===== config.mk =====
export PLATFORM = sky130hd
export DESIGN_NAME = dagr_ram
export DESIGN_NICKNAME = d
export VERILOG_FILES = /design/src/rtl/dagr_ram.sv
export SDC_FILE = /design/constraint.sdc
export NUM_CORES = 1
export LEC_CHECK = 0
export BUFFER_PORTS_ARGS = -buffer_cell sky130_fd_sc_hd__buf_2
export CORE_MARGIN = 2
export CORE_UTILIZATION = 45
export DETAILED_ROUTE_END_ITERATION = 6
export GPL_ROUTABILITY_DRIVEN = 0
export PLACE_DENSITY_LB_ADDON = 0.12
export SLEW_MARGIN = 15
export SYNTH_ARGS = -nofsm -noshare
export SYNTH_HDL_FRONTEND = slang
export SYNTH_SLANG_ARGS = --single-unit

===== constraint.sdc =====
create_clock -name clk -period 2.42 [get_ports clk]
set_input_delay 0.242 -clock clk [delete_from_list [all_inputs] [get_ports clk]]
set_output_delay 0.242 -clock clk [all_outputs]
set_load 0.05 [all_outputs]

===== src/rtl/dagr_ram.sv =====
// Generic single-write, single-read RAM with registered read data.
`default_nettype none

module dagr_ram #(
  parameter int Width = 8,
  parameter int Depth = 2
) (
  input  wire logic                     clk,
  input  wire logic                     we,
  input  wire logic [$clog2(Depth)-1:0] waddr,
  input  wire logic [Width-1:0]         wdata,
  input  wire logic [$clog2(Depth)-1:0] raddr,
  output logic      [Width-1:0]         rdata
);

  logic [Width-1:0] mem_r [Depth];
  logic [Width-1:0] rdata_r;

  always_ff @(posedge clk) begin
    if (we) begin
      mem_r[waddr] <= wdata;
    end
    rdata_r <= mem_r[raddr];
  end

  assign rdata = rdata_r;

endmodule

`default_nettype wire


# ---- Word level (Yosys, flattened, before mapping)
# Memories as Yosys holds them, arrays and structs flattened. A register that Yosys moved wholly into a read port is not among the register bits.
# Index checks and enable logic that the tools add are counted.
dict set report totals {
  regBits 0
  ram_bits 16
  in_bits 12
  output_inout_bits 8
  elab_cells 3
  memories 1
}
dict set report op_classes {
  mux 2
}
# memory depth width read_ports rd_clocked_by_memory_dff write_ports line
set mem_list {}
lappend mem_list {mem_r 2 8 1 1 1 16} ;# logic [Width-1:0] mem_r [Depth];
# cell count
set ops {}
lappend ops {{$mux W1} 2}

# ---- Depth between registers and ports, before layout
dict set report depth {
  word_depth 2
  ltp_mapped 2
  mapped_depth_nobuf 1
}

# ---- Worst setup path after synthesis
# OpenSTA, ideal clock, no wires.
dict set report synth_path {
  kind {in2reg}
  start {in we}
  end {mem mem_r[0][0] (enable)}
  setup_time_ns 0.373
  arrival_ns 0.662
  t_required_ns 2.047
  setup_slack_ns 1.385
  stages 1
  path_buffers 0
  cell_sequence {nor2b_1}
}
dict set report synth_via {
  elab_chain_cells 2
}
# item line
set synth_lines {}
lappend synth_lines {{from (decl)} 9} ;# input wire logic we,
lappend synth_lines {{$mux W1} 20} ;# if (we) begin
lappend synth_lines {{$mux W1 (implied by the code)} 21} ;# mem_r[waddr] <= wdata;
lappend synth_lines {{to (decl)} 16}
# Every way passes these cells.

# ---- Final worst setup path
dict set report layout_path {
  start {reg rdata_r[5], in the netlist rdata[5] (read register of mem_r)}
  end {out rdata[5]}
}
# item line
set layout_lines {}
lappend layout_lines {{from (decl)} 17} ;# logic [Width-1:0] rdata_r;
lappend layout_lines {{to (decl)} 13} ;# output logic [Width-1:0] rdata
# No word-level cell between the ends.

==> flow_summary_export.csv <==
group,metric,value,unit
cells_and_area,nets,70,
route,drt_pass1_iterations,2,
route,routed_wl,987,um
pwr,power_density,903,nW/um2
critical_path,reg2reg_to,"rdata[7]",
synth,yosysMostFrequentCell,"edfxtp_1",
global_route,grt.total_usage,11.4,%
synth,avgSynthCellArea,22.4,um2
critical_path,startpoint_type,"register",
global_route,grt_first_pass_wirelength,1.58,mm
cts,tritoncts,"yes",
run_status,status,"complete, no violations",
cts,cts.clk_slew.worst_paths,0.13,ns
timing,finalSetupViolCount,0,
timing,slew_headroom,53.8,%
global_route,antenna_found_initial,0,
cts,cts_resized,0,
critical_path,path_buf_inv,1,
floorplanning,num_io_pins,20,
critical_path,crit_slowest_cell,"dfxtp_1",
synth,synth_cells,35,
cts,htree_levels,1,
cts,clockRootBuffer,"clkbuf_4",
critical_path,ff2ff_path_depth,1,
cts,cts-buffers-inserted,3,
critical_path,r2r_start,"mem_r[0][7]",
critical_path,critPathKind,"reg -> out",
pwr,p_comb_share,11.3,%
critical_path,slowest_delay,0.33,ns
route,viasPerCell,4.82,
cells_and_area,finish.utilization,55.8,%
synth,synth_commonest_cells,"edfxtp_1 (16), dfxtp_1 (8), mux2_4 (8)",
floorplanning,dieArea,2090,um2
synth,yosysSeqAreaShare,81.7,%
cells_and_area,drive_gt1_share,54.4,%
critical_path,cp-end-kind,"output pin",
route,wl_per_cell,13.3,um
route,drt_iter0_drc,4,
pwr,internal_power,0.670,mW
pwr,seqPwrFrac,56.0,%
global_route,grt_start_max_net_pins,15,
floorplanning,rows,15,
critical_path,cp_cell_sequence,"buf_2",
hold_path,worstHoldPathCells,1,
cells_and_area,synthToLayoutAreaGrowth,20.1,%
route,drc,0,
floorplanning,die-height,45.8,um
timing,fin_crit,1.13,ns
critical_path,reg2reg_setup_slack,1.65,ns
critical_path,cp.arrival,0.89,ns
timing,tns,0,ns
timing,min_period_over_period,46.9,%
timing,hold_viol,0,
floorplanning,fp.coreArea,1690,um2
synth,syn-num-nets,47,
synth,synth_area_leaders,"edfxtp_1 (61%), dfxtp_1 (20%), mux2_4 (15%), buf_6 (1.4%), and2_1 (0.80%)",
timing,fin_ws,1.29,ns
synth,synth_top_cell_area_share,61.2,%
synth,synthDistinctLibCells,6,
place,placed_area,890,um2
pwr,p_sw,0.181,mW
timing,report.final.slew_viol_count,0,
timing,worst_slew_pin_slew,0.691,ns
synth,synth_warnings,0,
hold_path,hold_path.startpoint,"wdata[3]",
route,antenna_left,0,
critical_path,required,2.18,ns
cts,cts_max_path_buffers,2,
run,drv_cap,0,
pwr,ir_drop,0.504,mV
timing,hold_ws,0.113,ns
place,dp.cells,70,
pwr,power.total,0.851,mW
place,place_ws,1.11,ns
floorplanning,start_util,46.4,%
route,vias,357,
synth,synth_enable_flop_cells,16,
place,port-buffer-count,19,
critical_path,path_max_fanout,1,
cts,cts.hold.buffers_added,0,
cells_and_area,finalInstanceArea,942,um2
critical_path,critical_path.top_delay_family,"flip-flops",
cells_and_area,diodes,0,
synth,ys_ff_latch,24,
pwr,clockPowerShare,32.7,%
global_route,grt_overflow_total,0,
timing,fmax,0.882,GHz
pwr,switching_share,21.3,%
synth,yosysTopAreaCell,"edfxtp_1",
synth,synth-async-reset-ratio,0,%
cts,clk_latency,0.31,ns
timing,rsz0062_at_grt,"no",
hold_path,hold_end,"mem_r[0][3]",
timing,clock-skew-final,0.00727,ns
synth,synthFlopType,"edfxtp_1",
hold_path,min_path_type,"in -> reg",
floorplanning,dieWidth,45.8,um
cts,cts_sinks,24,
cells_and_area,instances_no_fill,74,
global_route,grt_pass1_vias,387,
pwr,power_leakage,0.391,nW
synth,syn_area,785,um2
cts,postCtsSetupBuffers,0,
## cells by family after synthesis
kind of cell  share of synthesized area [%]
buf+inv                                1.44
flops                                  81.7
mux                                    15.3
simple gates                           1.60
## power by group through the flow
stage / logic [mW] / registers (mW) / clock network [mW]
finish: 0.0961 / 0.476 / 0.278
CTS: 0.0975 / 0.477 / 0.287
detailed placement: 0.0973 / 0.487 / 0
global route: 0.102 / 0.480 / 0.308
global placement: 0.0951 / 0.485 / 0
floorplan: 0.0282 / 0.529 / 0
## how the worst max path moves through the flow
stage | from | endpoint | slack (ns) | depth (start not counted)
after global routing | rdata[2] | rdata[2] | 1.22 | 1
final | rdata[5] | rdata[5] | 1.29 | 1
after detailed placement | waddr | mem_r[0][1] | 1.11 | 2
after floorplan | we | mem_r[0][0] | 1.38 | 1
after global placement | waddr | mem_r[0][1] | 1.20 | 2
after CTS | rdata[5] | rdata[5] | 1.26 | 1
## area by class of cell
class                           instances  area (um2)
Clock inverter                          1        30.0
Clock buffer                            3        22.5
Fill cell                             141         747
Multi-Input combinational cell         10         133
Sequential cell                        24         641
Tap cell                               17        21.3
Timing Repair Buffer                   19        95.1
## metal layers
| metal | vias to the layer above | part of all wire, % | track usage [%] |
|---|---|---|---|
| met1 | 173 | 38 | 11.3 |
| met3 | 0 | 6.3 | 2.78 |
| met5 | - | 0 | 0 |
| met2 | 12 | 56 | 20.3 |
| li1 | 172 | - | - |
| met4 | 0 | 0 | 8.57 |
## layout by cell type, fill, tap and decap left out
cell type  count
and2_1         1
buf_2         19
bufinv_16      1
clkbuf_4       3
dfxtp_1        8
edfxtp_1      16
mux2_4         8
nor2b_1        1
## registers in the layout, indices dropped and copies added (netlist names)
register and count:
rdata 8, mem_r 16
(Power assumes the default switching activity.)
