<file path="src/rtl/dagr_pkg.sv">
// Shared types, opcodes and constants for the DAG reachability engine.
`default_nettype none

package dagr_pkg;

  localparam int MAX_VERTICES_DEF = 256;
  localparam int VERTEX_W         = 9;
  localparam int OPCODE_W         = 3;
  localparam int PAIR_W           = 16;

  localparam logic [VERTEX_W-1:0] VC_RESET = 9'd256;
  localparam logic [PAIR_W-1:0]   PAIR_MAX = 16'hFFFF;

  localparam logic [OPCODE_W-1:0] OP_LOAD   = 3'd0;
  localparam logic [OPCODE_W-1:0] OP_ADD    = 3'd1;
  localparam logic [OPCODE_W-1:0] OP_REMOVE = 3'd2;
  localparam logic [OPCODE_W-1:0] OP_QUERY  = 3'd3;
  localparam logic [OPCODE_W-1:0] OP_FULL   = 3'd4;

  typedef struct packed {
    logic [OPCODE_W-1:0] opcode;
    logic [VERTEX_W-1:0] src_vertex;
    logic [VERTEX_W-1:0] dst_vertex;
  } in_word_t;

  typedef struct packed {
    logic              answer_kind;
    logic              reachable;
    logic [PAIR_W-1:0] pair_count;
  } out_word_t;

  // Controls of the row OR accumulator.
  typedef struct packed {
    logic load;
    logic step;
    logic self_j;
  } row_or_ctl_t;

  // Controls of the population counter.
  typedef struct packed {
    logic clear_total;
    logic load;
    logic step;
  } popcnt_ctl_t;

endpackage

`default_nettype wire

</file>
<file path="src/rtl/dagr_row_or.sv">
// Row OR accumulator: walks an adjacency row bit by bit and ORs in successor rows.
`default_nettype none

module dagr_row_or #(
  parameter int Width = 256
) (
  input  wire logic                  clk,
  input  wire dagr_pkg::row_or_ctl_t ctl,
  input  wire logic [Width-1:0]      adj_row,
  input  wire logic [Width-1:0]      reach_rd,
  output logic      [Width-1:0]      acc_or
);

  logic [Width-1:0] adj_sh_r;
  logic [Width-1:0] acc_r;
  logic             flag_r;

  // The flag marks that the read issued in the previous cycle belongs to a successor.
  assign acc_or = acc_r | (flag_r ? reach_rd : '0);

  always_ff @(posedge clk) begin
    if (ctl.load) begin
      adj_sh_r <= adj_row;
      acc_r    <= '0;
      flag_r   <= 1'b0;
    end else if (ctl.step) begin
      adj_sh_r <= adj_sh_r >> 1;
      acc_r    <= acc_or;
      flag_r   <= adj_sh_r[0] & ~ctl.self_j;
    end
  end

endmodule

`default_nettype wire

</file>
<file path="config.mk">
export PLATFORM = sky130hd
export DESIGN_NAME = dagr_row_or
export DESIGN_NICKNAME = d
export VERILOG_FILES = /design/src/rtl/dagr_pkg.sv /design/src/rtl/dagr_row_or.sv
export SDC_FILE = /design/constraint.sdc
export NUM_CORES = 1
export LEC_CHECK = 0
export BUFFER_PORTS_ARGS = -buffer_cell sky130_fd_sc_hd__buf_2
export CORE_AREA = 2 2 299 301
export DETAILED_ROUTE_END_ITERATION = 7
export DIE_AREA = 0 0 301 303
export SLEW_MARGIN = 20
export SYNTH_ARGS = -nofsm -noshare
export SYNTH_HDL_FRONTEND = slang
export SYNTH_SLANG_ARGS = --single-unit
</file>
<file path="constraint.sdc">
create_clock -name clk -period 4.3 [get_ports clk]
set_input_delay 0.215 -clock clk [delete_from_list [all_inputs] [get_ports clk]]
set_output_delay 0.215 -clock clk [all_outputs]
set_load 0.05 [all_outputs]
</file>
Word-level counts from Yosys, hierarchy flattened
Cells that the tools add are included.
{ "classes": {"muxes": 3, "bitwise_logic": 3, "n_reduce_logical": 1} }
{ "ops": {"columns": ["op", "count"], "rows": [
  ["$mux 256", 3],
  ["$or 256x256->256", 1],
  ["$reduce_bool 2->1", 1],
  ["$and 1x1->1", 1],
  ["$not 1->1", 1]
]} }
{ "totals": {"regBits": 513, "input_bits": 516, "out_inout_bits": 256, "word_cells": 10} }

Logic depth before layout (Yosys ltp)
{ "depth": {"depth_word": 2, "depth_mapped": 5, "ltp_nobuf": 2} }

Worst setup path after synthesis
No wires, ideal clock.
{ "synth_path": {"path_type": "input to register", "from": "input port ctl[2] (netlist bit)", "to": "register adj_sh_r[0] (enable)", "setup_time_ns": 0.511, "arrival_time_ns": 3.725, "t_required_ns": 3.789, "setup_slack_ns": 0.064, "path_stages": 4, "n_path_buf": 3, "path_cell_list": "buf_6 > buf_6 > buf_4 > or2_2"} }
{ "synth_between": {"elab_chain_len": 1} }
{ "synth_rtl": {"columns": ["item", "line_no", "text"], "rows": [
  ["start, declared", "dagr_row_or.sv:8", "input wire dagr_pkg::row_or_ctl_t ctl,"],
  ["$reduce_bool 2->1 (no line)", null, null],
  ["end signal, assigned", "dagr_row_or.sv:23", "adj_sh_r <= adj_row;"],
  ["end signal, assigned", "dagr_row_or.sv:27", "adj_sh_r <= adj_sh_r >> 1;"],
  ["end, declared", "dagr_row_or.sv:14", "logic [Width-1:0] adj_sh_r;"]
]} }
No other way between the ends.
A chain may end at the register's enable or synchronous reset.

Final worst setup path
{ "layout_path": {"from": "register flag_r", "to": "output port acc_or[230]"} }
{ "layout_between": {"elab_chain_len": 2} }
{ "layout_rtl": {"columns": ["item", "line_no", "text"], "rows": [
  ["start, declared", "dagr_row_or.sv:16", "logic flag_r;"],
  ["start signal, assigned", "dagr_row_or.sv:29", "flag_r <= adj_sh_r[0] & ~ctl.self_j;"],
  ["$mux 256", "dagr_row_or.sv:19", "assign acc_or = acc_r | (flag_r ? reach_rd : '0);"],
  ["$or 256x256->256", "dagr_row_or.sv:19", null],
  ["end, declared", "dagr_row_or.sv:11", "output logic [Width-1:0] acc_or"]
]} }
No other way between the ends.

==> reports/metrics.cfg <==
[run_status]
status = completed

[final_layout]
drive_gt1_share_pct = 38.6
final_nets = 3425
seq_area_um2 = 12800
multi_input_area_um2 = 8050
area_growth_syn_to_layout_pct = 53.9
final_area_um2 = 33500
layout_common_cells = 769 x buf_2, 513 x dlygate4sd3_1
nFillCells = 8271
mostFrequentLayoutCell = buf_2

[hold_path]
min_to = acc_r[135]
min_from = ctl[1]
hold_class = primary input to flop
hold_depth = 3

[sta]
finalHoldViolCount = 0
setup_viol_count_final = 0
finalMaxSlewViolations = 0
setup_ws_ns = 1.48
fin_crit_sh_pct = 65.6
max_slew_margin_pct = 41.1
max_freq_mhz = 354
rsz0062_at_grt = false
period_minus_slack_ns = 2.82
finalSetupTns_ns = 0
tightestPinTransition_ns = 0.884
clock_skew_ns = 0.0105

[placed_design]
dp_hpwl_um = 50000
place.gp.congestion = 0.891
post-place-ws_ns = 1.99
post_dp_cell_area_um2 = 26600
port_buffers = 771

[logic_synthesis]
synth_area_leader_cell = edfxtp_1
ys_seq_elements = 513
synth.avg_cell_area_um2 = 12.9
synth.area.top_cells = edfxtp_1 35%, dfxtp_1 24%, mux2_4 12%, a21o_1 8.8%, a31oi_1 7.4%
synth_nets = 2200
synth_warnings = 0
syn_area_um2 = 21800
synth_cells = 1684
netlist.area_leader.share_pct = 35.3
synth_cell_types = 17
yosysSeqAreaShare_pct = 58.9

[routing]
routed_wl_um = 76400
ant_nets = 0
dr.pass1.iters = 7
num_vias = 18504
drc_errors = 0
drtIter0Drc = 1424
post_drt_wl_per_cell_um = 18.5
post_drt_via_cell_ratio = 4.48

[clock_network]
cts-resized-gates = 0
cts_buffer_depth = 3
cts_setup_buffers = 0
clkTransAtPathRegs_ns = 0.06
cts_hold_buffers = 513
insertion_delay_ns = 0.62
cts_root_buf = clkbuf_16
cts_sinks = 513
numCtsBuffers = 56
cts_tree = yes
h-tree-depth = 2

[critical_path]
cp_max_fo = 116
reg2reg_slack_ns = 2.46
worstReg2RegStart = flag_r
startpoint_type = flop
r2r-end = acc_r[212]
end_kind = output pin
cp.arrival_ns = 2.61
reg2regPathDepth = 3
crit_type = flop to output pin
worst_ep_required_time_ns = 4.09

[floorplanning]
die_y_um = 303
initial_utilization_pct = 24.8
die-area_um2 = 91200
die_w_um = 301
rows = 109
core_um2 = 88000
ios = 772

[global_routing]
grt_usage_pct = 15.6
antenna_found_initial = 24
grt_pass1_wl_um = 110000
grt_max_degree = 164
grt_pass1_vias = 18309
gr-total-overflow = 0

[pwr]
peakVddDrop_mv = 0.282
p_leak_nw = 16.5
power_density_nw_per_um2 = 368

[job]
maxCapViolations = 0

-- logic make-up after synthesis --
| logic type | synth area share [%] |
|---|---|
| DFF | 58.9 |
| AOI/OAI and AO/OA | 16.2 |
| buffers and inverters | 4.10 |
| muxes | 16.2 |
| and+or+nand+nor | 4.53 |
-- per-stage QoR --
stage / hold WS, ns / power (mW) / cells / utilization, %
after floorplan: 0.375 / 6.79 / 1684 / -
after global placement: 0.447 / 7.31 / 3503 / 30.2
after detailed placement: 0.456 / 7.32 / 3503 / 30.2
after CTS: 0.131 / 12.4 / 4117 / 38.0
after global routing: 0.131 / 12.8 / 4128 / 38.1
final: 0.116 / 12.3 / 4134 / 38.1
-- flip-flops by register name (all words and copies together) (netlist names) --
name and flops:
flag_r 1, acc_r 256, adj_sh_r 256
-- critical path, cell delays in order, from the launching register on --
cell and delay (ns):
dfxtp_4 0.83, buf_12 0.46, a21o_1 0.26, buf_2 0.29
-- layout make-up --
type / instances / area share [%]
Timing Repair Buffer: 1310 / 27.9
Sequential cell: 513 / 38.3
Clock inverter: 29 / 0.680
Tap cell: 1165 / 4.35
Multi-Input combinational cell: 1028 / 24.0
Antenna cell: 17 / 0.127
Clock buffer: 72 / 4.57
-- Yosys cell counts --
| cell | n |
|---|---|
| a21o_1 | 256 |
| mux2_4 | 176 |
| a21oi_1 | 1 |
| buf_2 | 96 |
| a31oi_1 | 256 |
| nand2b_1 | 1 |
| buf_6 | 21 |
| buf_4 | 18 |
| mux2_2 | 79 |
| dfxtp_1 | 257 |
| clkbuf_1 | 7 |
| edfxtp_1 | 256 |
| buf_8 | 1 |
| or2_2 | 1 |
| nor2_1 | 256 |
| nand3b_1 | 1 |
| and2_1 | 1 |
-- worst max path at each step --
stage | startpoint | slack (ns) | cells past startpoint | endpoint
2_1_floorplan | ctl[2] | 0.06 | 4 | adj_sh_r[0]
6_report | flag_r | 1.48 | 3 | acc_or[230]
5_1_grt | flag_r | 1.30 | 3 | acc_or[184]
4_1_cts | flag_r | 1.45 | 3 | acc_or[230]
3_3_place_gp | ctl[1] | 2.00 | 3 | adj_sh_r[181]
3_5_place_dp | ctl[1] | 1.99 | 3 | adj_sh_r[169]
-- metal layers --
layer | share of wire [%] | GRT usage [%] | vias to the layer above | wire [µm]
li1 | - | - | 8764 | -
met1 | 41 | 18.9 | 8789 | 31100
met2 | 48 | 26.2 | 806 | 36400
met3 | 8.4 | 4.63 | 141 | 6450
met4 | 3.2 | 5.52 | 4 | 2450
met5 | 0.031 | 0 | - | 24
-- where the power goes --
group / internal (mW) / switching [mW] / leakage [nW]
logic: 0.985 / 1.05 / 11.0
clock network: 2.58 / 2.09 / 0.863
registers: 5.50 / 0.114 / 4.69
Note: power is estimated with default switching activity, not from simulation.
