$ cat src/rtl/dagr_pkg.sv
// Shared types, opcodes and constants for the DAG reachability engine.
`default_nettype none

package dagr_pkg;

  localparam int MAX_VERTICES_DEF = 256;
  localparam int VERTEX_W         = 9;
  localparam int OPCODE_W         = 3;
  localparam int PAIR_W           = 16;

  localparam logic [VERTEX_W-1:0] VC_RESET = 9'd256;
  localparam logic [PAIR_W-1:0]   PAIR_MAX = 16'hFFFF;

  localparam logic [OPCODE_W-1:0] OP_LOAD   = 3'd0;
  localparam logic [OPCODE_W-1:0] OP_ADD    = 3'd1;
  localparam logic [OPCODE_W-1:0] OP_REMOVE = 3'd2;
  localparam logic [OPCODE_W-1:0] OP_QUERY  = 3'd3;
  localparam logic [OPCODE_W-1:0] OP_FULL   = 3'd4;

  typedef struct packed {
    logic [OPCODE_W-1:0] opcode;
    logic [VERTEX_W-1:0] src_vertex;
    logic [VERTEX_W-1:0] dst_vertex;
  } in_word_t;

  typedef struct packed {
    logic              answer_kind;
    logic              reachable;
    logic [PAIR_W-1:0] pair_count;
  } out_word_t;

  // Controls of the row OR accumulator.
  typedef struct packed {
    logic load;
    logic step;
    logic self_j;
  } row_or_ctl_t;

  // Controls of the population counter.
  typedef struct packed {
    logic clear_total;
    logic load;
    logic step;
  } popcnt_ctl_t;

endpackage

`default_nettype wire

$ cat src/rtl/dagr_popcnt.sv
// Population counter: adds the set bits of a row one byte per cycle, while ctl.step is high, into a running total.
`default_nettype none

module dagr_popcnt #(
  parameter int Width = 256
) (
  input  wire logic                                 clk,
  input  wire dagr_pkg::popcnt_ctl_t                ctl,
  input  wire logic [Width-1:0]                     row,
  output logic      [$clog2(Width*Width+1)-1:0]     total,
  output logic                                      last
);

  localparam int Chunks = (Width + 7) / 8;
  localparam int SW     = Chunks * 8;
  localparam int TW     = $clog2(Width * Width + 1);
  localparam int CHW    = (Chunks > 1) ? $clog2(Chunks) : 1;

  logic [SW-1:0]  sh_r;
  logic [CHW-1:0] chunk_r;
  logic [TW-1:0]  total_r;
  logic [3:0]     byte_cnt;

  always_comb begin
    byte_cnt = '0;
    for (int k = 0; k < 8; k++) begin
      byte_cnt = byte_cnt + {3'd0, sh_r[k]};
    end
  end

  always_ff @(posedge clk) begin
    if (ctl.clear_total) begin
      total_r <= '0;
    end else if (ctl.step) begin
      total_r <= total_r + TW'(byte_cnt);
    end
    if (ctl.load) begin
      sh_r    <= SW'(row);
      chunk_r <= '0;
    end else if (ctl.step) begin
      sh_r    <= sh_r >> 8;
      chunk_r <= chunk_r + CHW'(1);
    end
  end

  assign total = total_r;
  assign last  = (chunk_r == CHW'(Chunks - 1));

endmodule

`default_nettype wire

$ cat config.mk
export PLATFORM = sky130hd
export DESIGN_NAME = dagr_popcnt
export DESIGN_NICKNAME = d
export VERILOG_FILES = /design/src/rtl/dagr_pkg.sv /design/src/rtl/dagr_popcnt.sv
export SDC_FILE = /design/constraint.sdc
export NUM_CORES = 1
export LEC_CHECK = 0
export BUFFER_PORTS_ARGS = -buffer_cell sky130_fd_sc_hd__buf_2
export CORE_MARGIN = 4
export CORE_UTILIZATION = 50
export CTS_BUF_LIST = sky130_fd_sc_hd__clkbuf_4 sky130_fd_sc_hd__clkbuf_8
export CTS_CLUSTER_DIAMETER = 50
export DETAILED_ROUTE_END_ITERATION = 6
export PLACE_DENSITY = 0.84
export SKIP_CTS_REPAIR_TIMING = 1
export SYNTH_ARGS = -nofsm -noshare
export SYNTH_HDL_FRONTEND = slang
export SYNTH_SLANG_ARGS = --single-unit
$ cat constraint.sdc
create_clock -name clk -period 4.7 [get_ports clk]
set_input_delay 0.94 -clock clk [delete_from_list [all_inputs] [get_ports clk]]
set_output_delay 0.94 -clock clk [all_outputs]
set_load 0.05 [all_outputs]
### Word-level counts from Yosys, hierarchy flattened

Cells that the tools add are included.

| word-level totals | value |
|---|---|
| bits in registers | 278 |
| latch bits | 0 |
| bits in writable memories | 0 |
| memory bits (read-only) | 0 |
| bits of input ports | 260 |
| output and inout port bits | 18 |
| logic and storage cells | 16 |
| memories | 0 |

| operators by class | value |
|---|---|
| add/subtract/negate cells | 9 |
| multiply operators | 0 |
| divide/modulo/power cells | 0 |
| $lt $le $gt $ge | 0 |
| equality and inequality tests | 1 |
| shifts and indexed selects | 0 |
| mux-type cells | 2 |
| bitwise operators | 0 |
| reductions and logical operators | 1 |

Operators with widths:

| kind | number |
|---|---|
| $mux W256 | 2 |
| $add A17 B4 Y17 | 1 |
| $add A4 B1 Y4 | 4 |
| $add A5 B1 Y5 const B | 1 |
| $eq A5 B5 Y1 const B | 1 |
| $add A3 B1 Y4 | 1 |
| $add A2 B1 Y3 | 1 |
| $add A1 B1 Y2 | 1 |
| $reduce_bool A2 Y1 | 1 |

### Longest topological paths before layout

Gate-level depths: netlist of the first run.

| depth | value |
|---|---|
| word-level depth | 8 |
| mapped depth | 12 |
| depth with buffers taken out | 12 |

### Worst setup path before layout of the first run

OpenSTA, ideal clock, no wires.

| timing path | value |
|---|---|
| path type | input to register |
| from | input port ctl[1] (netlist name) |
| to | register sh_r[0] (enable) |
| setup time | 0.511 ns |
| arrival time | 4.585 ns |
| required time | 4.189 ns |
| setup slack | -0.397 ns |
| stages on the path | 4 |
| path buffers | 3 |
| cell sequence | buf_2 -> buf_2 -> buf_2 -> or2_2 |

| on the way | value |
|---|---|
| longest elaborated chain between the ends | 1 |

RTL lines:

| what | line | text |
|---|---|---|
| from (decl) | dagr_popcnt.sv:8 | `input wire dagr_pkg::popcnt_ctl_t ctl,` |
| $reduce_bool A2 Y1 (no source line) | n/a |  |
| to (signal assigned) | dagr_popcnt.sv:38 | `sh_r <= SW'(row);` |
| to (signal assigned) | dagr_popcnt.sv:41 | `sh_r <= sh_r >> 8;` |
| to (decl) | dagr_popcnt.sv:19 | `logic [SW-1:0] sh_r;` |

No other way between the ends.
A chain may end at the register's enable or synchronous reset.

### Worst setup path after layout of the first run

| timing path | value |
|---|---|
| from | register sh_r[0] |
| to | register total_r[10] (netlist: total[10]) |

| on the way | value |
|---|---|
| longest elaborated chain between the ends | 8 |

RTL lines:

| what | line | text |
|---|---|---|
| $add A1 B1 Y2 | dagr_popcnt.sv:27 | `byte_cnt = byte_cnt + {3'd0, sh_r[k]};` |
| $add A2 B1 Y3 | dagr_popcnt.sv:27 |  |
| $add A3 B1 Y4 | dagr_popcnt.sv:27 |  |
| $add A4 B1 Y4 (4 in series) | dagr_popcnt.sv:27 |  |
| $add A17 B4 Y17 | dagr_popcnt.sv:35 | `total_r <= total_r + TW'(byte_cnt);` |
| to (signal assigned) | dagr_popcnt.sv:35 |  |
| to (decl) | dagr_popcnt.sv:21 | `logic [TW-1:0] total_r;` |

No other way between the ends.

==> results.md, run 1 <==
- For this block, the routed nets add up to 23680 um of wire.
- The synthesized area per cell is 17.68 um2.
- The remaining routing DRC violations is 0.
- The worst pin sits at a relative slew slack of 0.5114.
- The buffer type at the clock tree root is sky130_fd_sc_hd__clkbuf_8.
- The max-slew violation count was 0.
- After floorplanning, the core was divided into 56 placement rows.
- In this run the register-to-register setup slack is 1.15 ns.
- The number of global-route vias before repair was 7176.
- The area fraction of the dominant cell type after synthesis is 0.6440.
- The number of nets at the end of the flow is 1245.
- After routing, the total negative slack on setup checks comes to 0 ns.
- The share of total power dissipated in combinational logic is 0.128.
- The flow ran to the end, and the final reports show no timing, DRC or antenna violations.
- The path with the worst hold slack has its endpoint at chunk_r[4].
- Across the VDD grid, the largest voltage drop is 0.3145 mV.
- The most instantiated library cell after synthesis is sky130_fd_sc_hd__edfxtp_1.
- The synthesized netlist contains 41 unique library cells.
- The critical path data arrival time is 4.02 ns.
- Summed over all layers, the global routing overflow is 0.
- The sequential cell area fraction in the yosys report is 0.6809.
- Compared with the post-synthesis result, the final layout area differs by 21.46%.
- Across the run, the number of max-cap violations was 0.
- The fraction of the cycle the final worst path needs is 0.7547.
- The critical path start-end classification is reg2reg.
- At the pin with the least slew margin, the transition time is 0.7329 ns.
- Port buffering added 277 buffers.
- Summing every instance area after synthesis gives 0.01194 mm2.
- The number of sinks handled by clock tree synthesis is 278.
- The worst setup path is launched from a flop.
- The H-tree was split into 2 levels.
- The highest clock frequency the design can meet is 281.9 MHz.
- The TritonCTS clock tree is built.
- The post-detailed-placement cell area is 0.01364 mm2.
- For this block, the initial DRC count from the detailed router was 387.
- The async set-reset flop share out of synthesis is 0.
- Between clock sinks in the finished design, the worst skew comes to 0.01810 ns.
- The post-DP HPWL is 16250 um.
- The cell that appears most often on the critical path is sky130_fd_sc_hd__fa_1.
- The depth of the worst register-to-register path is 11.
- The area of all placed cells without fillers is 0.01450 mm2.
- After detailed routing, the average wire length per cell comes to 17.91 um.
- Entering global routing, the biggest net connects 114 pins.
- The count of final setup violators is 0.
- The clock period minus worst slack is 3.547 ns.
- The first detailed-routing pass ran for 4 iterations.
- After synthesis, the most frequently instantiated cells are 256 x sky130_fd_sc_hd__edfxtp_1, 248 x sky130_fd_sc_hd__mux2_2, 29 x sky130_fd_sc_hd__buf_2, 22 x sky130_fd_sc_hd__dfxtp_1, 21 x sky130_fd_sc_hd__nor2_1.
- Setup repair after global routing left no endpoint under its margin.
- Of the total power, the share spent switching nets is 0.2303.
- The number of routed nets with antenna violations is 0.
- The number of nets in the synthesized netlist is 948.
- The clock slew seen by the registers of the worst setup and hold paths is 0.06 ns.
- The internal power of the cells totals 4.486 mW.
- The first global-routing pass estimated 36670 um of wire.
- No sink is reached through more buffers than the 3 on the longest clock path.
- After floorplanning, the core was sized to cover 0.02347 mm2.
- The count of yosys warnings during synthesis is 0.
- Of the total power, the clock network draws 0.340.
- The post-synthesis sequential element count is 278.
- The congestion estimate from routability-driven global placement came to 0.7866.
- Among all stages on the critical path, the largest delay is contributed by sky130_fd_sc_hd__fa_1.
- The number of hold violations in the final report came to 0.
- The die extent in x is 162.5 um.
- In this run the vertical extent of the chip is 162.5 um.
- The maximum cell stage delay along the critical path is 0.52 ns.
- Data on the critical path is required at its endpoint by 5.17 ns.
- In the final layout, the share of cells above drive strength 1 is 0.6098.
- The maximum fanout along the worst path is 9.
- In this run the power density over the cells is 402.0 mW/mm2.
- In this run the critical register-to-register path is captured at total[10].
- The signal on the critical path passes through fa_1 -> inv_1 -> fa_1 -> fa_1 -> fa_1 -> inv_1 -> fa_1 -> a211o_1 -> o211ai_2 -> or3_1 -> a21oi_1.
- The initial antenna violation count is 10.
- In the synthesized netlist the dominant register cell turns out to be sky130_fd_sc_hd__edfxtp_1.
- The overall fraction of global-route tracks in use is 0.1751.
- Counting flops with a built-in enable in the synthesized netlist gives 256.
- The leakage power is 5.749 nW.
- The initial utilization of the core area, before any placement, comes to 0.5085.
- The type of the most critical hold path is reg2reg.
- By area the synthesized netlist is led by sky130_fd_sc_hd__edfxtp_1 64%, sky130_fd_sc_hd__mux2_2 23%, sky130_fd_sc_hd__dfxtp_1 3.7%.
- The routed layout has 6720 vias.
- The via density per instance is 5.083.
- The most area-hungry cell type in the Yosys netlist is sky130_fd_sc_hd__edfxtp_1.
- The cell count of the worst hold path is 2.
- The number of CTS-inserted buffers is 46.
- The clock latency on the worst-skew pair is 0.53 ns.
- The sort of element at the end of the critical path is a flop.
- The boundary pin count is 278.
- The startpoint identified for the worst hold timing path is chunk_r[4].
- The power share of the sequential group is 0.532.
- The startpoint of the worst-slack reg-to-reg timing path is sh_r[0].
- The switching power is 1.342 mW.
- The die footprint is 0.02641 mm2.
- In the synthesized netlist, the number of instances is 675.
[power by group through the flow]
stage	clock, mW	sequential, mW	combinational [mW]
4_1_cts	2.05	3.10	0.761
5_1_grt	2.16	3.12	0.821
2_1_floorplan	0	3.16	0.489
6_report	1.98	3.10	0.747
3_5_place_dp	0	3.15	0.756
3_3_place_gp	0	3.14	0.724
[stage by stage]
step                instances  hold WS, ns  total power [mW]  setup slack, ns    util
floorplan                 675       0.4671             3.653           0.8914       -
global placement         1243       0.4797             3.866            1.252  0.5810
detailed placement       1243       0.4932             3.908            1.147  0.5810
finish                   1322       0.5000             5.829            1.153  0.6176
CTS                      1321       0.5071             5.910            1.142  0.6175
global route             1322       0.5336             6.106            1.010  0.6176
[cells by family after synthesis]
| group | count (synthesis) | synth area share |
|---|---|---|
| buf+inv | 44 | 0.01782 |
| mux | 251 | 0.2365 |
| flops | 278 | 0.6809 |
| simple gates | 57 | 0.02642 |
| xor+xnor | 14 | 0.01027 |
| fa+ha+maj | 13 | 0.01677 |
| compound gates | 18 | 0.01132 |
[critical path: cells and delay by family (launching register included)]
| family | cells | cell delay [ns] |
|---|---|---|
| compound gates | 3 | 0.48 |
| fa+ha+maj | 5 | 2.05 |
| buf+inv | 2 | 0.14 |
| flops | 1 | 0.40 |
| simple gates | 1 | 0.41 |
[metal layers]
| layer | up-vias | global-route usage | part of all wire |
|---|---|---|---|
| li1 | 3181 | - | - |
| met4 | 18 | 0.05037 | 0.023 |
| met1 | 3213 | 0.2056 | 0.38 |
| met5 | - | 0 | 0.0043 |
| met2 | 241 | 0.2937 | 0.49 |
| met3 | 67 | 0.07720 | 0.11 |
[worst max path at each step]
stage / depth (start not counted) / slack [ns] / startpoint / to
2_1_floorplan: 4 / 0.89 / ctl[1] / sh_r[0]
5_1_grt: 12 / 1.01 / sh_r[0] / total[14]
6_report: 11 / 1.15 / sh_r[0] / total[10]
4_1_cts: 11 / 1.14 / sh_r[0] / total[10]
3_5_place_dp: 11 / 1.15 / sh_r[0] / total[10]
3_3_place_gp: 12 / 1.25 / sh_r[0] / total[14]
[flip-flops by register name (all words and copies together), names as in the netlist]
name / cells
chunk_r: 5
sh_r: 256
total: 17
[cell type report]
type                       count  area [um2]
fill                        1747        8975
sequential                   278        8128
timing repair buffer         282        1471
inverter                      11       41.29
tap                          319       399.1
multi-input combinational    353        3598
antenna                        1       2.502
clock buffer                  66       795.8
clock inverter                12       61.31
[cell usage in the layout (no fill, tap or decap), drive strengths merged, types with 2 or more instances in the layout]
master,instances
and2,8
clkinvlp,2
ha,8
nor3,2
mux2i,3
nand2,7
nand3,4
inv,12
buf,282
or3,3
and3,4
nor2,21
mux2,248
a21oi,4
fa,5
clkinv,9
xnor2,6
edfxtp,256
xor2,8
o211ai,4
nand2b,2
dfxtp,22
o21ai,4
clkbuf,66
a211oi,2
No activity file was read; power rests on OpenSTA's default activity.
==> inputs of run 2 (changes only) <==
--- a/config.mk
+++ b/config.mk
@@ -5,13 +5,14 @@
 export SDC_FILE = /design/constraint.sdc
 export NUM_CORES = 1
 export LEC_CHECK = 0
+export ABC_AREA = 1
 export BUFFER_PORTS_ARGS = -buffer_cell sky130_fd_sc_hd__buf_2
 export CORE_MARGIN = 4
 export CORE_UTILIZATION = 50
 export CTS_BUF_LIST = sky130_fd_sc_hd__clkbuf_4 sky130_fd_sc_hd__clkbuf_8
 export CTS_CLUSTER_DIAMETER = 50
 export DETAILED_ROUTE_END_ITERATION = 6
-export PLACE_DENSITY = 0.84
+export PLACE_DENSITY = 0.81
 export SKIP_CTS_REPAIR_TIMING = 1
 export SYNTH_ARGS = -nofsm -noshare
 export SYNTH_HDL_FRONTEND = slang
==> constraint.sdc (replaced) <==
create_clock -name clk -period 3.7 [get_ports clk]
set_input_delay 0.74 -clock clk [delete_from_list [all_inputs] [get_ports clk]]
set_output_delay 0.74 -clock clk [all_outputs]
set_load 0.05 [all_outputs]
==> run 2 against run 1 <==
Effect of this change:
- clock power grew 26%
- clock skew shrank 0.0038 ns
- final cell count grew 45%
- critical endpoint is now total[6]
==> results.md, run 2 <==
- Run status: completed (unchanged).
- The highest clock frequency the design can meet is 292.0 MHz (was 281.9 MHz).
- The sort of element at the end of the critical path is a flop (unchanged).
- The timing startpoint of the critical path is sh_r[0] (unchanged).
- The register containing the most flip-flops in the final layout is sh_r (unchanged).
- RSZ-0062 raised after global routing: no (unchanged).
- The number of flops mapped to enable cells by yosys is 256 (unchanged).
- The max-capacitance violation count is 0 (unchanged).
- The area of all placed cells without fillers was 0.01476 mm2 (was 0.01450 mm2).
- Most used standard cells in the synthesized netlist: 794 x sky130_fd_sc_hd__nand2_1, 256 x sky130_fd_sc_hd__edfxtp_1, 43 x sky130_fd_sc_hd__inv_1, 39 x sky130_fd_sc_hd__buf_2, 31 x sky130_fd_sc_hd__nor2_1 (was 256 x sky130_fd_sc_hd__edfxtp_1, 248 x sky130_fd_sc_hd__mux2_2, 29 x sky130_fd_sc_hd__buf_2, 22 x sky130_fd_sc_hd__dfxtp_1, 21 x sky130_fd_sc_hd__nor2_1).
- The critical path start-end classification is reg2reg (unchanged).
- The first-pass GRT wire length is 41810 um (was 36670 um).
- The critical path startpoint category is a flop (unchanged).
- The number of CTS-inserted buffers is 46 (unchanged).
- The number of I/O port buffers is 277 (unchanged).
- The most instantiated library cell after synthesis is sky130_fd_sc_hd__nand2_1 (was sky130_fd_sc_hd__edfxtp_1).
- The count of final setup violators is 0 (unchanged).
- The post-DP HPWL is 18230 um (was 16250 um).
- The worst-case clock buffer depth came to 3 (unchanged).
- The number of cells after detailed placement is 1831 (was 1243).
- The signed area change from the synthesized netlist to the final layout is 20.58% (was 21.46%).
- The number of buffers and inverters on the critical path is 3 (was 2).
- The count of unique library cells instantiated by Yosys is 26 (was 41).
- Most frequent cells in the layout: 793 x sky130_fd_sc_hd__nand2_1, 276 x sky130_fd_sc_hd__buf_2, 256 x sky130_fd_sc_hd__edfxtp_1, 47 x sky130_fd_sc_hd__clkbuf_8, 43 x sky130_fd_sc_hd__inv_1 (was 276 x sky130_fd_sc_hd__buf_2, 256 x sky130_fd_sc_hd__edfxtp_1, 248 x sky130_fd_sc_hd__mux2_2, 48 x sky130_fd_sc_hd__clkbuf_8, 22 x sky130_fd_sc_hd__dfxtp_1).
- The die extent in x is 164.5 um (was 162.5 um).
- The area fraction of the dominant cell type after synthesis is 0.6279 (was 0.6440).
- The number of sinks handled by clock tree synthesis came to 278 (unchanged).
- Dominant cells by area after synthesis: sky130_fd_sc_hd__edfxtp_1 63%, sky130_fd_sc_hd__nand2_1 24%, sky130_fd_sc_hd__dfxtp_1 3.6% (was sky130_fd_sc_hd__edfxtp_1 64%, sky130_fd_sc_hd__mux2_2 23%, sky130_fd_sc_hd__dfxtp_1 3.7%).
- The maximum fanout along the worst path came to 4 (was 9).
- The number of nets at the end of the flow came to 1828 (was 1245).
- The count of yosys warnings during synthesis is 0 (unchanged).
- The number of hold violations in the final report is 0 (unchanged).
- Cell Chain, Critical Path: fa_1 -> inv_1 -> fa_1 -> fa_1 -> fa_1 -> inv_1 -> fa_1 -> inv_1 -> nor2_2 -> nor2_4 -> nor3_1 -> nand2_1 -> nand2_1 -> nor2_1 (was fa_1 -> inv_1 -> fa_1 -> fa_1 -> fa_1 -> inv_1 -> fa_1 -> a211o_1 -> o211ai_2 -> or3_1 -> a21oi_1).
- The largest vdd supply drop is 0.2937 mV (was 0.3145 mV).
- The y dimension of the die was 164.5 um (was 162.5 um).
- The buffer type at the clock tree root is sky130_fd_sc_hd__clkbuf_8 (unchanged).
- The fraction of the cycle the final worst path needs came to 0.9255 (was 0.7547).
- The leakage power is 7.267 nW (was 5.749 nW).
- The remaining routing DRC violations is 0 (unchanged).
- The most common library cell in the layout ignoring fill and taps is sky130_fd_sc_hd__nand2_1 (was sky130_fd_sc_hd__buf_2).
- The initial antenna violation count is 2 (was 10).
- The boundary pin count is 278 (unchanged).
- The clock latency on the worst-skew pair was 0.53 ns (about the same).
- The most area-hungry cell type in the Yosys netlist is sky130_fd_sc_hd__edfxtp_1 (unchanged).
- The final routed wire length divided by cell count is 14.22 um (was 17.91 um).
- The final hold slack came to 0.4380 ns (was 0.5000 ns).
- The synthesized area per cell was 9.557 um2 (was 17.68 um2).
- The number of global-route vias before repair is 8846 (was 7176).
- The number of flip-flops in the largest register is 256 (unchanged).
- The post-synthesis sequential element count came to 278 (unchanged).
- The library cell contributing the largest single delay on the critical path is sky130_fd_sc_hd__fa_1 (unchanged).
- The initial standard-cell utilization of the core is 0.5064 (was 0.5085).
- The maximum cell stage delay along the critical path is 0.52 ns (about the same).
- The areal power density over the cells is 497.1 mW/mm2 (was 402.0 mW/mm2).
- The max-slew violation count came to 0 (unchanged).
- The post-detailed-placement cell area was 0.01391 mm2 (was 0.01364 mm2).
- The clock period minus worst slack is 3.424 ns (was 3.547 ns).
- The combined area of all synthesized cells is 0.01224 mm2 (was 0.01194 mm2).
- The data required time of the critical path is 4.12 ns (was 5.17 ns).
- The transition time at the pin with the least slew margin is 1.073 ns (was 0.7329 ns).
- The site row count was 57 (was 56).
- The TritonCTS clock tree is built (unchanged).
- The DRC violation total after the first TritonRoute iteration is 756 (was 387).
- The startpoint of the worst-slack reg-to-reg timing path is sh_r[0] (unchanged).
- The worst-case headroom to the max-slew limit was 0.2849 (was 0.5114).
- The most frequent cell on the critical path is sky130_fd_sc_hd__fa_1 (unchanged).
- The predominant post-synthesis flop cell is sky130_fd_sc_hd__edfxtp_1 (unchanged).
- The layout cell share with drive strength beyond 1 is 0.2333 (was 0.6098).
- The critical path data arrival time is 3.85 ns (was 4.02 ns).
- The clock tree skew after final layout is 0.01429 ns (was 0.01810 ns).
- The setup TNS came to 0 ns (unchanged).
- The worst min-delay path startpoint is ctl[2] (was chunk_r[4]).
- The via density per instance came to 4.806 (was 5.083).
- The largest delay contributor family on the critical path is adder cells (unchanged).
- The instance count of the mapped netlist was 1281 (was 675).
- The number of routed nets with antenna violations is 0 (unchanged).
- The largest net degree at the start of global routing is 253 (was 114).
- The leftover overflow at the end of global routing came to 0 (unchanged).
- The die footprint is 0.02705 mm2 (was 0.02641 mm2).
- The type of the most critical hold path is in2reg (was reg2reg).
- The H-tree depth reported by CTS is 2 (unchanged).
- The clock slew seen by the registers of the worst setup and hold paths is 0.06 ns (about the same).
- The async set-reset flop share out of synthesis is 0 (unchanged).
- The weighted congestion at the end of routability-driven global placement is 0.8525 (was 0.7866).
- The final cell count without fillers was 1912 (was 1322).
- The overall fraction of global-route tracks in use is 0.1916 (was 0.1751).
- The count of vias placed by the detailed router is 9189 (was 6720).
- The core outline area is 0.02418 mm2 (was 0.02347 mm2).
- The detailed-routing iteration count for the pre-antenna-repair pass is 5 (was 4).
- The total nets after synthesis is 1554 (was 948).
- The sequential cell area fraction in the yosys report came to 0.6639 (was 0.6809).
- The final wirelength is 27190 um (was 23680 um).
-- run 2: cell families (layout without fill, tap and decap cells) --
logic type      after synthesis  count (layout)  synth area share
simple gates                864             864            0.2739
flops                       278             278            0.6639
buf+inv                     105             410           0.03659
compound gates               19              19          0.007869
fa+ha+maj                    13              13           0.01635
xor+xnor                      2               2          0.001431
other cells                   0               2                 0
-- run 2: cell type report --
cell class | count | area, um2
Tap cell | 324 | 405.4
Fill cell | 2011 | 9414
Sequential cell | 278 | 8128
Clock buffer | 63 | 767.0
Antenna cell | 2 | 5.005
Multi-Input combinational cell | 898 | 3684
Inverter | 46 | 181.4
Timing Repair Buffer | 285 | 1515
Clock inverter | 16 | 77.57
-- run 2: worst paths after layout --
path | to | slack (ns) | depth (start not counted)
max reg2reg | total[6] | 0.28 | 14
min reg2reg | sh_r[16] | 0.50 | 2
max | total[6] | 0.28 | 14
min | total[10] | 0.44 | 2
-- run 2: worst register-to-register path: cells and delay by family, from the launching register on --
kind	cells	cell delay, ns
fa+ha+maj	5	2.06
simple gates	6	0.64
flops	1	0.40
buf+inv	3	0.23
-- run 2: per-stage QoR --
stage	power, mW	setup WS (ns)	util
finish	7.338	0.2757	0.6106
global route	7.709	0.1403	0.6105
global placement	4.863	0.4593	0.5755
floorplan	4.570	0.2967	-
detailed placement	4.925	0.2810	0.5755
CTS	7.425	0.2669	0.6104
-- run 2: metal layers --
metal	track usage	share of wire	vias up
met3	0.04342	0.076	37
met4	0.04991	0.015	2
met1	0.2550	0.42	4163
li1	-	-	4649
met2	0.3209	0.48	338
met5	0	0.00074	-
-- run 2: power breakdown --
part | switching (mW) | internal (mW)
sequential | 0.103 | 3.81
clock | 1.15 | 1.34
combinational | 0.581 | 0.358
total | 1.83 | 5.51
==> inputs of run 3 (changes only) <==
--- a/config.mk
+++ b/config.mk
@@ -8,11 +8,11 @@
 export ABC_AREA = 1
 export BUFFER_PORTS_ARGS = -buffer_cell sky130_fd_sc_hd__buf_2
 export CORE_MARGIN = 4
-export CORE_UTILIZATION = 50
+export CORE_UTILIZATION = 24
 export CTS_BUF_LIST = sky130_fd_sc_hd__clkbuf_4 sky130_fd_sc_hd__clkbuf_8
 export CTS_CLUSTER_DIAMETER = 50
 export DETAILED_ROUTE_END_ITERATION = 6
-export PLACE_DENSITY = 0.81
+export PLACE_DENSITY = 0.49
 export SKIP_CTS_REPAIR_TIMING = 1
 export SYNTH_ARGS = -nofsm -noshare
 export SYNTH_HDL_FRONTEND = slang
==> constraint.sdc (replaced) <==
create_clock -name clk -period 2.8 [get_ports clk]
set_input_delay 0.56 -clock clk [delete_from_list [all_inputs] [get_ports clk]]
set_output_delay 0.56 -clock clk [all_outputs]
set_load 0.05 [all_outputs]
==> run 3 against run 2 <==
Effect of this change:
- the run now ends with setup timing left
- sequential share of layout area fell by 3.1 points
- clock power is 59% higher
- worst hold slack worse by 0.22 ns
- via count rose by 1.7%
- count of clock-buffer cells in the layout up 9
- total power is 44% higher
- largest power group unchanged
- highest routed layer unchanged
==> results.md, run 3 (synthesis gave the netlist of run 2 again) <==
- The area used by sequential logic in the layout is 0.008132 mm2 (was 0.008128 mm2).
- The H-tree depth reported by CTS is 2 (unchanged).
- The post-route met1 wirelength is 14930 um (was 11520 um).
- The transition time at the pin with the least slew margin came to 0.7374 ns (was 1.073 ns).
- The worst-case clock buffer depth is 3 (unchanged).
- The weighted congestion at the end of routability-driven global placement is 0.7909 (was 0.8525).
- The final core utilization is 0.3114 (was 0.6106).
- The max-capacitance violation count is 0 (unchanged).
- The DRC violation total after the first TritonRoute iteration is 552 (was 756).
- The worst flop-to-flop path endpoint was total[10] (was total[6]).
- The die footprint was 0.05469 mm2 (was 0.02705 mm2).
- The largest net degree at the start of global routing is 130 (was 253).
- The worst-case headroom to the max-slew limit is 0.5084 (was 0.2849).
- Run status: finished, violations left (was completed).
- The area of all placed cells without fillers is 0.01566 mm2 (was 0.01476 mm2).
- The number of routed nets with antenna violations came to 0 (unchanged).
- The layout cell share with drive strength beyond 1 is 0.2569 (was 0.2333).
- The worst min-delay path startpoint was ctl[2] (unchanged).
- The clock period minus worst slack came to 3.241 ns (was 3.424 ns).
- The maximum fanout along the worst path is 8 (was 4).
- The most common library cell in the layout ignoring fill and taps is sky130_fd_sc_hd__nand2_1 (unchanged).
- The core outline area was 0.05027 mm2 (was 0.02418 mm2).
- The site row count is 82 (was 57).
- The signed area change from the synthesized netlist to the final layout was 27.88% (was 20.58%).
- The depth of the worst register-to-register path is 15 (was 14).
- The fraction of the cycle the final worst path needs was 1.157 (was 0.9255).
- The initial standard-cell utilization of the core is 0.2435 (was 0.5064).
- The highest metal layer with signal wires is met5 (unchanged).
- The clock latency on the worst-skew pair is 0.60 ns (was 0.53 ns).
- The boundary pin count is 278 (unchanged).
- The post-DP HPWL was 22630 um (was 18230 um).
- The register containing the most flip-flops in the final layout is sh_r (unchanged).
- Most frequent cells in the layout: 791 x sky130_fd_sc_hd__nand2_1, 276 x sky130_fd_sc_hd__buf_2, 256 x sky130_fd_sc_hd__edfxtp_1, 55 x sky130_fd_sc_hd__clkbuf_8, 41 x sky130_fd_sc_hd__inv_1 (was 793 x sky130_fd_sc_hd__nand2_1, 276 x sky130_fd_sc_hd__buf_2, 256 x sky130_fd_sc_hd__edfxtp_1, 47 x sky130_fd_sc_hd__clkbuf_8, 43 x sky130_fd_sc_hd__inv_1).
- The data required time of the critical path came to 3.28 ns (was 4.12 ns).
- The max-slew violation count is 0 (unchanged).
- The TritonCTS clock tree is built (unchanged).
- The count of vias placed by the detailed router was 9341 (was 9189).
- The detailed-routing iteration count for the pre-antenna-repair pass is 4 (was 5).
- The setup slack of the most critical reg-to-reg path is -0.44 ns (was 0.28 ns).
- The final critical-path setup slack is -0.4405 ns (was 0.2757 ns).
- The number of flip-flops in the largest register is 256 (unchanged).
- The die extent in x is 233.9 um (was 164.5 um).
- RSZ-0062 raised after global routing: yes (was no).
- The footprint of the multi-input gates came to 0.003786 mm2 (was 0.003684 mm2).
- The y dimension of the die is 233.9 um (was 164.5 um).
- The final-layout fill cell count is 5345 (was 2011).
- The sort of element at the end of the critical path is a flop (unchanged).
- The checks that failed: setup timing.
- The initial antenna violation count was 4 (was 2).
- The remaining routing DRC violations was 0 (unchanged).
- The count of final setup violators is 16 (was 0).
- The number of CTS-inserted buffers was 52 (was 46).
- The number of global-route vias before repair came to 9549 (was 8846).
- The type of the most critical hold path is in2reg (unchanged).
- The buffer type at the clock tree root was sky130_fd_sc_hd__clkbuf_8 (unchanged).
- The largest vdd supply drop was 0.3562 mV (was 0.2937 mV).
- The highest clock frequency the design can meet came to 308.6 MHz (was 292.0 MHz).
- The number of I/O port buffers is 277 (unchanged).
- The critical path startpoint category was a flop (unchanged).
- The overall fraction of global-route tracks in use is 0.1175 (was 0.1916).
- The final routed wire length divided by cell count is 14.41 um (was 14.22 um).
- The post-detailed-placement cell area is 0.01451 mm2 (was 0.01391 mm2).
- The number of sinks handled by clock tree synthesis was 278 (unchanged).
- The number of hold violations in the final report is 0 (unchanged).
- The routed length on met2 is 15100 um (was 13170 um).
- The first-pass GRT wire length was 50810 um (was 41810 um).
- The via density per instance came to 4.075 (was 4.806).
- The endpoint of the worst hold path is total[6] (was total[10]).
- The critical path data arrival time is 3.72 ns (was 3.85 ns).
- The clock slew seen by the registers of the worst setup and hold paths is 0.05 ns (was 0.06 ns).
- The cell count of the worst hold path is 2 (unchanged).
- The final wirelength is 33040 um (was 27190 um).
- The setup TNS came to -5.287 ns (was 0 ns).
- The leftover overflow at the end of global routing was 0 (unchanged).
- The met3 layer wire length in the routed design is 2377 um (was 2069 um).
- The clock tree skew after final layout came to 0.01435 ns (was 0.01429 ns).
- The final hold slack was 0.2146 ns (was 0.4380 ns).
- The critical path start-end classification is reg2reg (unchanged).
- The number of nets at the end of the flow was 1850 (was 1828).
- The leakage power is 7.464 nW (was 7.267 nW).
- The areal power density over the cells is 673.4 mW/mm2 (was 497.1 mW/mm2).
- The startpoint of the worst-slack reg-to-reg timing path is sh_r[0] (unchanged).
==> run 3: cell count changes in the layout (fill, tap and decap cells not counted), moves of 3 or more <==
| cell | previous run | this run |
|---|---|---|
| sky130_fd_sc_hd__buf_12 | 5 | 8 |
| sky130_fd_sc_hd__buf_4 | 3 | 15 |
| sky130_fd_sc_hd__clkbuf_8 | 47 | 55 |
| sky130_fd_sc_hd__clkinv_1 | 10 | 16 |
| sky130_fd_sc_hd__nand2_4 | 0 | 4 |
| sky130_fd_sc_hd__nand3_1 | 13 | 4 |
| sky130_fd_sc_hd__nand3_2 | 0 | 7 |
==> run 3: layer usage <==
metal	track usage	vias up
li1	-	4707
met1	0.1582	4316
met2	0.1841	265
met3	0.03353	47
met4	0.03602	6
met5	0	-
==> run 3: worst max path at each step <==
stage                     startpoint        end  cells past startpoint
after detailed placement     sh_r[0]  total[10]                     15
after floorplan             total[0]   total[4]                     13
after global routing         sh_r[0]   total[6]                     15
final                        sh_r[0]  total[10]                     15
after global placement       sh_r[0]  total[10]                     15
after CTS                    sh_r[0]   total[8]                     14
==> run 3: cell type report <==
cell class                 instances  share of cell area
antenna                            1           0.0001598
clock buffer                      72             0.05610
clock inverter                    24            0.009990
inverter                          46             0.01159
multi-input combinational        898              0.2418
sequential                       278              0.5194
tap                              672             0.05370
timing repair buffer             301              0.1072
==> run 3: through the flow <==
stage	setup slack (ns)	total power [mW]	instances
2_1_floorplan	-0.3508	6.056	1281
3_3_place_gp	-0.4143	6.545	2192
3_5_place_dp	-0.4869	6.585	2192
4_1_cts	-0.5045	10.65	2288
5_1_grt	-0.6291	11.17	2291
6_report	-0.4405	10.54	2292
==> run 3: critical path, cell delays in order (launching register included) <==
cell	delay, ns
sky130_fd_sc_hd__edfxtp_1	0.38
sky130_fd_sc_hd__fa_1	0.51
sky130_fd_sc_hd__inv_1	0.05
sky130_fd_sc_hd__fa_1	0.46
sky130_fd_sc_hd__fa_1	0.52
sky130_fd_sc_hd__fa_2	0.20
sky130_fd_sc_hd__inv_2	0.04
sky130_fd_sc_hd__fa_2	0.35
sky130_fd_sc_hd__inv_2	0.06
sky130_fd_sc_hd__nor2_2	0.04
sky130_fd_sc_hd__nor2_4	0.22
sky130_fd_sc_hd__nor2_8	0.07
sky130_fd_sc_hd__nand3_1	0.08
sky130_fd_sc_hd__nand2_1	0.05
sky130_fd_sc_hd__nand2_1	0.06
sky130_fd_sc_hd__nor2_1	0.03
==> run 3: power breakdown <==
| part | internal (mW) | leakage (nW) | switching (mW) | total [mW] |
|---|---|---|---|---|
| Combinational | 0.546 | 4.06 | 0.872 | 1.42 |
| Clock | 2.21 | 0.545 | 1.75 | 3.95 |
| Sequential | 5.04 | 2.86 | 0.135 | 5.17 |
